$ cat src/hdl/tsq_pkg.sv
// shared types and constants for the two-stack queue
package tsq_pkg;

   localparam int STACK_DEPTH = 64;
   localparam int CMDQ_DEPTH  = 2;
   localparam int DATA_W      = 32;

   localparam logic signed [DATA_W-1:0] EMPTY_VALUE = -32'sd1;

   typedef enum logic {
      OP_PUSH = 1'b0,
      OP_POP  = 1'b1
   } op_type;

   typedef struct packed {
      logic                     func;
      logic signed [DATA_W-1:0] item_value;
   } req_type;

   typedef struct packed {
      logic signed [DATA_W-1:0] popped_value;
      logic                     was_empty;
      logic                     mismatch;
      logic                     push_dropped;
   } rsp_type;

   typedef struct packed {
      op_type                   op;
      logic signed [DATA_W-1:0] value;
   } cmd_type;

   typedef struct packed {
      logic    valid;
      cmd_type cmd;
   } cmdq_head_type;

endpackage

$ cat src/hdl/two_stack_fifo_queue.sv
// top level of the first-in first-out queue built from two stacks
// a request is written into the command queue, taken by the back end and answered from the response register
// a pop that finds the output stack empty first moves every input entry across, then reads the output stack
// throughput: one push per cycle while the back end is idle; a pop holds the back end until its response is registered
// reset clears the counts and the command queue; stack contents are not cleared
// rsp_valid is a one-cycle strobe, the receiver cannot stall
module two_stack_fifo_queue #(
   parameter int STACK_DEPTH = tsq_pkg::STACK_DEPTH
) (
   input  logic             clock,
   input  logic             reset,
   // request transaction
   input  logic             start,
   output logic             busy,
   input  tsq_pkg::req_type req_data,
   // response transaction
   output logic             rsp_valid,
   output tsq_pkg::rsp_type rsp_data
);

   // head of the command queue between front and back
   tsq_pkg::cmdq_head_type cmdq_head;
   // back end takes the head command
   logic                   cmd_pop;

   // front: takes each transaction while not busy, decodes push or pop, queues it
   tsq_front u_front (
      .clock     (clock),
      .reset     (reset),
      .start     (start),
      .busy      (busy),
      .req_data  (req_data),
      .cmdq_head (cmdq_head),
      .cmd_pop   (cmd_pop)
   );

   // back: stacks, refill sequencing, compare and response register
   tsq_back #(
      .STACK_DEPTH (STACK_DEPTH)
   ) u_back (
      .clock     (clock),
      .reset     (reset),
      .cmdq_head (cmdq_head),
      .cmd_pop   (cmd_pop),
      .rsp_valid (rsp_valid),
      .rsp_data  (rsp_data)
   );

endmodule

$ cat src/hdl/tsq_front.sv
// front end: accepts transactions, decodes the operation and queues commands
module tsq_front (
   input  logic                   clock,
   input  logic                   reset,
   input  logic                   start,
   output logic                   busy,
   input  tsq_pkg::req_type       req_data,
   output tsq_pkg::cmdq_head_type cmdq_head,
   input  logic                   cmd_pop
);

   localparam int PTR_W = $clog2(tsq_pkg::CMDQ_DEPTH);
   localparam int CNT_W = $clog2(tsq_pkg::CMDQ_DEPTH + 1);

   tsq_pkg::cmd_type        entry_ff [tsq_pkg::CMDQ_DEPTH];
   logic [PTR_W-1:0]        wr_ptr_ff, wr_ptr_in;
   logic [PTR_W-1:0]        rd_ptr_ff, rd_ptr_in;
   logic [CNT_W-1:0]        count_ff, count_in;
   logic                    push;
   tsq_pkg::cmd_type        new_cmd;

   assign busy = (count_ff == CNT_W'(tsq_pkg::CMDQ_DEPTH));
   assign push = start && !busy;

   // decode the requested operation
   always_comb begin
      new_cmd.op    = req_data.func ? tsq_pkg::OP_POP : tsq_pkg::OP_PUSH;
      new_cmd.value = req_data.item_value;
   end

   always_comb begin
      wr_ptr_in = wr_ptr_ff;
      rd_ptr_in = rd_ptr_ff;
      count_in  = count_ff;
      if (push) begin
         wr_ptr_in = (wr_ptr_ff == PTR_W'(tsq_pkg::CMDQ_DEPTH - 1)) ? '0 : wr_ptr_ff + 1'b1;
      end
      if (cmd_pop) begin
         rd_ptr_in = (rd_ptr_ff == PTR_W'(tsq_pkg::CMDQ_DEPTH - 1)) ? '0 : rd_ptr_ff + 1'b1;
      end
      if (push && !cmd_pop) begin
         count_in = count_ff + 1'b1;
      end else if (!push && cmd_pop) begin
         count_in = count_ff - 1'b1;
      end
   end

   always_ff @(posedge clock) begin
      if (reset) begin
         wr_ptr_ff <= '0;
         rd_ptr_ff <= '0;
         count_ff  <= '0;
      end else begin
         wr_ptr_ff <= wr_ptr_in;
         rd_ptr_ff <= rd_ptr_in;
         count_ff  <= count_in;
      end
   end

   always_ff @(posedge clock) begin
      if (push) begin
         entry_ff[wr_ptr_ff] <= new_cmd;
      end
   end

   assign cmdq_head.valid = (count_ff != '0);
   assign cmdq_head.cmd   = entry_ff[rd_ptr_ff];

endmodule

$ cat src/hdl/tsq_back.sv
// back end: the two stacks, the refill sequencer and the result register
module tsq_back #(
   parameter int STACK_DEPTH = tsq_pkg::STACK_DEPTH
) (
   input  logic                   clock,
   input  logic                   reset,
   input  tsq_pkg::cmdq_head_type cmdq_head,
   output logic                   cmd_pop,
   output logic                   rsp_valid,
   output tsq_pkg::rsp_type       rsp_data
);

   localparam int CNT_W  = $clog2(STACK_DEPTH + 1);
   localparam int ADDR_W = (STACK_DEPTH > 1) ? $clog2(STACK_DEPTH) : 1;

   typedef enum logic [1:0] {
      S_IDLE,
      S_MOVE,
      S_POP_READ,
      S_POP_WAIT
   } state_type;

   state_type                        state_ff, state_in;
   logic [CNT_W-1:0]                 in_count_ff, in_count_in;
   logic [CNT_W-1:0]                 out_count_ff, out_count_in;
   logic                             mv_pend_ff, mv_pend_in;
   tsq_pkg::cmd_type                 cmd_ff, cmd_in;
   logic                             rsp_valid_ff, rsp_valid_in;
   tsq_pkg::rsp_type                 rsp_ff, rsp_in;

   logic signed [tsq_pkg::DATA_W-1:0] in_mem  [STACK_DEPTH];
   logic signed [tsq_pkg::DATA_W-1:0] out_mem [STACK_DEPTH];
   logic signed [tsq_pkg::DATA_W-1:0] in_rd_ff;
   logic signed [tsq_pkg::DATA_W-1:0] out_rd_ff;

   logic                             in_we, out_we;
   logic [ADDR_W-1:0]                in_waddr, in_raddr, out_waddr, out_raddr;
   logic signed [tsq_pkg::DATA_W-1:0] in_wdata;
   logic [CNT_W-1:0]                 in_top, out_top;

   assign in_top  = in_count_ff - 1'b1;
   assign out_top = out_count_ff - 1'b1;

   always_comb begin
      state_in     = state_ff;
      in_count_in  = in_count_ff;
      out_count_in = out_count_ff;
      mv_pend_in   = 1'b0;
      cmd_in       = cmd_ff;
      rsp_valid_in = 1'b0;
      rsp_in       = rsp_ff;
      cmd_pop      = 1'b0;
      in_we        = 1'b0;
      in_waddr     = in_count_ff[ADDR_W-1:0];
      in_wdata     = cmdq_head.cmd.value;
      in_raddr     = in_top[ADDR_W-1:0];
      out_we       = 1'b0;
      out_waddr    = out_count_ff[ADDR_W-1:0];
      out_raddr    = out_top[ADDR_W-1:0];
      case (state_ff)
         S_IDLE: begin
            if (cmdq_head.valid) begin
               cmd_pop = 1'b1;
               cmd_in  = cmdq_head.cmd;
               case (cmdq_head.cmd.op)
                  tsq_pkg::OP_PUSH: begin
                     rsp_valid_in = 1'b1;
                     rsp_in       = '0;
                     if (in_count_ff == CNT_W'(STACK_DEPTH)) begin
                        rsp_in.push_dropped = 1'b1;
                     end else begin
                        in_we       = 1'b1;
                        in_count_in = in_count_ff + 1'b1;
                     end
                  end
                  tsq_pkg::OP_POP: begin
                     if (out_count_ff != '0) begin
                        out_count_in = out_top;
                        state_in     = S_POP_WAIT;
                     end else if (in_count_ff == '0) begin
                        rsp_valid_in          = 1'b1;
                        rsp_in.popped_value   = tsq_pkg::EMPTY_VALUE;
                        rsp_in.was_empty      = 1'b1;
                        rsp_in.mismatch       = (cmdq_head.cmd.value != tsq_pkg::EMPTY_VALUE);
                        rsp_in.push_dropped   = 1'b0;
                     end else begin
                        state_in = S_MOVE;
                     end
                  end
                  default: state_in = S_IDLE;
               endcase
            end
         end
         S_MOVE: begin
            // read one input entry per cycle, write it across from the registered read data
            if (mv_pend_ff) begin
               out_we       = 1'b1;
               out_count_in = out_count_ff + 1'b1;
            end
            if (in_count_ff != '0) begin
               in_count_in = in_top;
               mv_pend_in  = 1'b1;
            end else if (!mv_pend_ff) begin
               state_in = S_POP_READ;
            end
         end
         S_POP_READ: begin
            out_count_in = out_top;
            state_in     = S_POP_WAIT;
         end
         S_POP_WAIT: begin
            rsp_valid_in        = 1'b1;
            rsp_in.popped_value = out_rd_ff;
            rsp_in.was_empty    = 1'b0;
            rsp_in.mismatch     = (out_rd_ff != cmd_ff.value);
            rsp_in.push_dropped = 1'b0;
            state_in            = S_IDLE;
         end
         default: state_in = S_IDLE;
      endcase
   end

   always_ff @(posedge clock) begin
      if (reset) begin
         state_ff     <= S_IDLE;
         in_count_ff  <= '0;
         out_count_ff <= '0;
         mv_pend_ff   <= 1'b0;
         rsp_valid_ff <= 1'b0;
      end else begin
         state_ff     <= state_in;
         in_count_ff  <= in_count_in;
         out_count_ff <= out_count_in;
         mv_pend_ff   <= mv_pend_in;
         rsp_valid_ff <= rsp_valid_in;
      end
      cmd_ff <= cmd_in;
      rsp_ff <= rsp_in;
   end

   always_ff @(posedge clock) begin
      if (in_we) begin
         in_mem[in_waddr] <= in_wdata;
      end
      in_rd_ff <= in_mem[in_raddr];
   end

   always_ff @(posedge clock) begin
      if (out_we) begin
         out_mem[out_waddr] <= in_rd_ff;
      end
      out_rd_ff <= out_mem[out_raddr];
   end

   assign rsp_valid = rsp_valid_ff;
   assign rsp_data  = rsp_ff;

endmodule
$ cat config.mk
export PLATFORM = sky130hd
export DESIGN_NAME = two_stack_fifo_queue
export DESIGN_NICKNAME = d
export VERILOG_FILES = /design/src/hdl/tsq_pkg.sv /design/src/hdl/two_stack_fifo_queue.sv /design/src/hdl/tsq_front.sv /design/src/hdl/tsq_back.sv
export SDC_FILE = /design/constraint.sdc
export NUM_CORES = 2
export LEC_CHECK = 0
export BUFFER_PORTS_ARGS = -buffer_cell sky130_fd_sc_hd__buf_2
export CAP_MARGIN = 25
export CELL_PAD_IN_SITES_DETAIL_PLACEMENT = 2
export CELL_PAD_IN_SITES_GLOBAL_PLACEMENT = 2
export CORE_MARGIN = 3
export CORE_UTILIZATION = 25
export CTS_BUF_LIST = sky130_fd_sc_hd__clkbuf_16
export DETAILED_ROUTE_END_ITERATION = 7
export PLACE_DENSITY = 0.47
export RECOVER_POWER = 25
export SETUP_SLACK_MARGIN = 0.5
export SYNTH_ARGS = -nofsm -noshare
export SYNTH_HDL_FRONTEND = slang
export SYNTH_MEMORY_MAX_BITS = 65536
export SYNTH_SLANG_ARGS = --single-unit
$ cat constraint.sdc
create_clock -name clock -period 5.9 [get_ports clock]
set_clock_uncertainty 0.15 [all_clocks]
set_input_delay 0.59 -clock clock [delete_from_list [all_inputs] [get_ports clock]]
set_output_delay 0.59 -clock clock [all_outputs]
set_load 0.1 [all_outputs]
# Yosys cells after proc, flatten, opt, wreduce, memory -nomap -nowiden
# Memories as Yosys holds them, arrays and structs flattened. A register that Yosys moved wholly into a read port is not among the register bits.
# Index checks and enable logic that the tools add are counted.
op_classes:
  addsub: 8
  eq_ne: 19
  mux: 50
  bitwise: 2
  n_reduce_logical: 21
ops:
  columns: ["cell", "count"]
  rows:
  - ["$pmux 35 s2", 2]
  - ["$mux 35", 3]
  - ["$mux 7", 8]
  - ["$ne 32x1->1 const B", 1]
  - ["$ne 32x32->1", 1]
  - ["$mux 1", 24]
  - ["$pmux 7 s3", 1]
  - ["$mux 2", 8]
  - ["$reduce_and 5->1", 3]
  - ["$add 7x1->7 const B", 2]
  - ["$pmux 7 s2", 1]
  - ["$reduce_bool 7->1", 2]
  - ["$sub 7x1->7 const B", 2]
  - ["$ne 2x2->1 const B", 5]
  - ["$ne 2x1->1 const B", 4]
  - ["$pmux 2 s4", 1]
  - ["$reduce_bool 2->1", 4]
  - ["$eq 7x7->1 const B", 1]
  - ["$logic_not 7->1", 1]
  - ["$eq 2x2->1 const B", 3]
  - ["$ne 3x3->1 const B", 2]
  - ["$pmux 1 s2", 2]
  - ["$reduce_and 4->1", 1]
  - ["$logic_and 1x1->1", 3]
  - ["11 further kinds", 15]
totals:
  ff_bits: 89
  ram_bits: 4162
  in_bits: 36
  output_inout_bits: 37
  wordCells: 116
  memories: 3
memory_table:
  columns: ["name", "depth", "width", "rd", "rd_ports_with_merged_regs", "wr", "line", "source"]
  rows:
  - ["u_back.in_mem", 64, 32, 1, 1, 1, "tsq_back.sv:31", "logic signed [tsq_pkg::DATA_W-1:0] in_mem [STACK_DEPTH];"]
  - ["u_back.out_mem", 64, 32, 1, 1, 1, "tsq_back.sv:32", "logic signed [tsq_pkg::DATA_W-1:0] out_mem [STACK_DEPTH];"]
  - ["u_front.entry_ff", 2, 33, 1, 1, 1, "tsq_front.sv:15", "tsq_pkg::cmd_type entry_ff [tsq_pkg::CMDQ_DEPTH];"]

# Longest topological paths before layout
depth:
  depth_word: 7
  ltp_mapped: 16
  depth_no_buf: 8

# Modules after synthesis
# From an unflattened synthesis, not the netlist that was laid out.
hier_totals:
  cells_unflattened: 7510
  hier_area_um2: 165172.2
by_module_without_submodules:
  columns: ["module", "n_inst", "cells_each", "area_each_um2", "seq_area_each_um2"]
  rows:
  - ["tsq_back", 1, 7382, 162579.7, 126651.5]
  - ["tsq_front", 1, 128, 2592.5, 2082.0]

# Least setup slack after synthesis
# Ideal clock, no wire load.
synth_path:
  path_type: "register to register"
  startpoint: "reg u_back.in_count_ff[0]"
  endpoint: "mem u_back.in_mem[8][0] (netlist name) (enable)"
  setup_ns: 0.502
  arrival_ns: 5.308
  required_ns: 5.248
  slack_ns: -0.060
  path_stages_with_launch: 12
  path_buffers: 4
  synth_period_minus_slack_ns: 5.960
  cell_sequence: "dfxtp_1 buf_6 clkbuf_1 clkbuf_1 inv_1 ha_1 buf_2 nor3b_2 nand3_1 and2_1 nand3_1 nor4_1"
synth_via:
  elab_chain_len: 7
synth_lines:
  columns: ["item", "line", "source"]
  rows:
  - ["start: declaration", "tsq_back.sv:24", "logic [CNT_W-1:0] in_count_ff, in_count_in;"]
  - ["start signal: assignment", "tsq_back.sv:132", "in_count_ff <= in_count_in;"]
  - ["$eq 7x7->1", "tsq_back.sv:69", "if (in_count_ff == CNT_W'(STACK_DEPTH)) begin"]
  - ["$mux 1", "tsq_back.sv:69", null]
  - ["$mux 1", "tsq_back.sv:65", "case (cmdq_head.cmd.op)"]
  - ["$mux 1", "tsq_back.sv:62", "if (cmdq_head.valid) begin"]
  - ["$mux 1", "tsq_back.sv:60", "case (state_ff)"]
  - ["$mux 1", "tsq_back.sv:142", "if (in_we) begin"]
  - ["$mux 1 (not written as such)", "tsq_back.sv:143", "in_mem[in_waddr] <= in_wdata;"]
  - ["end: declaration", "tsq_back.sv:31", null]
# Parallel ways exist; a longest one is shown, timed or not.

# Worst setup path after layout
layout_path:
  startpoint: "reg u_back.in_count_ff[0]"
  endpoint: "reg u_back.in_rd_ff[1] (netlist name) (read register of u_back.in_mem)"
layout_via:
  elab_chain_len: 1
layout_lines:
  columns: ["item", "line", "source"]
  rows:
  - ["$sub 7x1->7", "tsq_back.sv:41", "assign in_top = in_count_ff - 1'b1;"]
  - ["end: declaration", "tsq_back.sv:33", "logic signed [tsq_pkg::DATA_W-1:0] in_rd_ff;"]
# Every way passes these cells.
# A chain may end at the register's enable or synchronous reset.

==> results.tsv <==
stage	metric	value	unit
timing	crit share post-route	82.90	%
route	Final ANT Viol Nets	0	
synthesis	EDFF count, synth	4229	
cells_and_area	Final #Nets	8002	
placement	pre-CTS setup slack	0.9441	ns
setup_path	critical path data required time	6.59	ns
cells_and_area	Post-Route Utilization	29.72	%
synthesis	YS warnings	0	
grt	largest net degree at the start of global routing	85	
synthesis	Post-Syn Nets	7391	
route	drt pass-1 iters	7	
timing	setup TNS	0	ns
worst_hold_path	worst min-delay path class	primary input to flop	
setup_path	reg2reg start	u_back.in_count_ff[0]	
cts	# clock sinks	4316	
route	Avg WL per Cell	32.01	µm
die	Die ar.	662500	µm²
setup_path	Max stage delay on crit path	0.81	ns
die	core area	650000	µm²
setup_path	crit path launch type	flop	
setup_path	critical path endpoint category	flop	
setup_path	Slowest cell on crit path	dfxtp_4	
die	Ports	73	
grt	GRT Total Usage	16.16	%
synthesis	Async S/R FF share, synth	0	%
placement	final weighted congestion in routability-driven placement	0.7719	
cts	CTS Buffer Depth	4	
route	drc violations	0	
worst_hold_path	critical hold path startpoint	req_data[27]	
timing	Min Hold Slack	0.1448	ns
cts	# resized after CTS	0	
placement	Final HPWL DP	336400	µm
timing	count of final setup violators	0	
grt	initial antenna violation count	51	
timing	RSZ-0062 raised after global routing	no	
synthesis	ys flop type	edfxtp_1	
synthesis	Synth top area share	77.82	%
synthesis	leading area contributor after synthesis	edfxtp_1	
die	Initial Util	25.11	%
setup_path	CP Max Fanout	46	
timing	Hold Vio Cnt, Final	0	
grt	vias in the first global route	86900	
synthesis	flip-flop and latch count after synthesis	4316	
synthesis	register area share after synthesis	78.89	%
cells_and_area	proportion of layout cells with a drive suffix above 1	27.87	%
cells_and_area	fin cells	17050	
placement	Placed Cells	16080	
timing	max_slew headroom	-183.9	%
synthesis	synthesized area per cell	22.21	µm²
flow_run	# Max-Cap Violations	35	
cts	cts hold-fix bufs	35	
die	Die X	813.9	µm
route	DR iter-0 viols	7030	
cts	Clock transition at path regs	0.07	ns
setup_path	CP Cell Sequence	inv_1 > ha_4 > buf_12 > buf_4 > mux4_2 > a22oi_1 > a21oi_1 > or4_1	
run_status	violated checks	capacitance limit, slew limit	
timing	Final Max Slew Viols	2094	
route	DR vias	80080	
pwr	Lkg Pwr	58.27	nW
synthesis	Area contributors post-synth	edfxtp_1, mux4_2, a22oi_1, dfxtp_1, a21oi_1	
cells_and_area	commonest non-fill, non-tap cell in the layout	edfxtp_1	
setup_path	Crit Path Category	flop to flop	
setup_path	crit path DAT	5.59	ns
pwr	Max VDD drop	506.2	µV
route	final wirelength	545900	µm
synthesis	unique cell type count in the Yosys netlist	69	
grt	global route overflow	0	
cts	Setup Buffers After CTS	0	
synthesis	Mapped Cells	7346	
cts	cts bufs inserted	476	
cts	Root Driver	clkbuf_16	
synthesis	post-synthesis instance area	163200	µm²
timing	Max Clk Rate	204.4	MHz
cells_and_area	Area growth syn-to-layout	18.36	%
timing	Worst Tran Pin Value	4.258	ns
cts	Skew-Pair Late Insertion Delay	1.03	ns
setup_path	CP Buf/Inv Count	3	
run_status	status	finished with violations	
timing	Setup WS post-layout	1.009	ns
pwr	pwr/cell area	510.2	nW/µm²
cts	CTS tree	done	
cells_and_area	Layout fillers	64790	
placement	port bufs	72	
route	post-DR vias/cell	4.696	
cells_and_area	commonest non-fill, non-tap cells in the layout	edfxtp_1, mux4_2, clkbuf_16	
grt	first-pass GRT wire length	751600	µm
setup_path	start point of the critical path	u_back.in_count_ff[0]	
cts	H-tree Lvls	5	
die	die height	813.9	µm
timing	minimum clock period	4.891	ns
die	Core Rows	296	
setup_path	Crit path max-delay family	buffers and inverters	
==> cell usage after synthesis (all sizes together), types with 23 or more instances <==
library cell	count
mux2	47
xnor2	44
a22oi	377
a21oi	291
dfxtp	87
a22o	31
edfxtp	4229
buf	207
o21ai	25
o211ai	23
nor2	166
nand3	83
mux4	1003
nand2	200
clkbuf	213
inv	53
or4	47
==> metal layers <==
metal	vias to the layer above	share of wire, %	global-route usage [%]
met5	-	0	0
met2	1823	50	27.79
met4	0	2.3	3.461
li1	32490	-	-
met1	45180	44	22.10
met3	586	4.1	1.721
==> stage by stage <==
| step | power (W) | area, µm² |
|---|---|---|
| 6_report | 0.09854 | 193100 |
| 5_1_grt | 0.1023 | 193100 |
| 4_1_cts | 0.1001 | 193100 |
| 3_5_place_dp | 0.07122 | 177900 |
| 3_3_place_gp | 0.07039 | 177000 |
| 2_1_floorplan | 0.05442 | 163200 |
==> worst register-to-register path: cells and delay by family, from the launching register on <==
family,cells,cell delay [ns]
buf+inv,3,1.04
compound gates,2,0.85
mux,1,0.36
simple gates,1,0.69
fa+ha+maj,1,0.81
flops,1,0.81
==> worst paths after layout <==
path / endpoint / slack (ns) / cells after the start
setup / recovery: u_back.in_rd_ff[1] / 1.01 / 8
hold / removal: u_front.entry_ff[0][27] / 0.14 / 2
setup reg to reg: u_back.in_rd_ff[1] / 1.01 / 8
hold reg to reg: u_back.out_mem[49][1] / 0.32 / 0
==> cell type report <==
class / count / area, µm² / share of cell area, %
timing repair buffer: 553 / 4832 / 2.502
clock buffer: 487 / 12190 / 6.310
inverter: 53 / 201.4 / 0.1043
multi-input combinational: 2557 / 33610 / 17.40
tap: 8642 / 10810 / 5.598
antenna: 51 / 127.6 / 0.06608
sequential: 4316 / 128700 / 66.66
clock inverter: 393 / 2629 / 1.361
==> cells by family (layout without fill, tap and decap cells) <==
family	Yosys count	count (layout)	synth area share (%)
AO/OA/AOI/OAI	836	836	3.470
XOR/XNOR	57	57	0.3105
adder cells (fa/ha/maj)	9	9	0.06901
buffers and inverters	473	1486	1.303
flip-flops	4316	4316	78.89
multiplexers	1062	1062	14.24
other	0	51	0
AND/OR/NAND/NOR	593	593	1.717
==> registers in the layout, summed over array words and instances, names as in the netlist, named ones only <==
signal / count
u_back.in_mem: 2048
u_back.out_mem: 2048
u_front.entry_ff: 66
u_back.rsp_data: 35
u_back.cmd_ff: 32
u_back.in_rd_ff: 32
u_back.out_rd_ff: 32
u_back.in_count_ff: 7
u_back.out_count_ff: 7
u_back.state_ff: 2
u_front.count_ff: 2
u_back.mv_pend_ff: 1
u_back.rsp_valid: 1
u_front.rd_ptr_ff: 1
u_front.wr_ptr_ff: 1
==> power by group <==
part	switching, W	internal [W]
clock	0.0124	0.0161
sequential	0.00122	0.0384
combinational	0.0216	0.00882
Power figures use the tool's default switching activity.
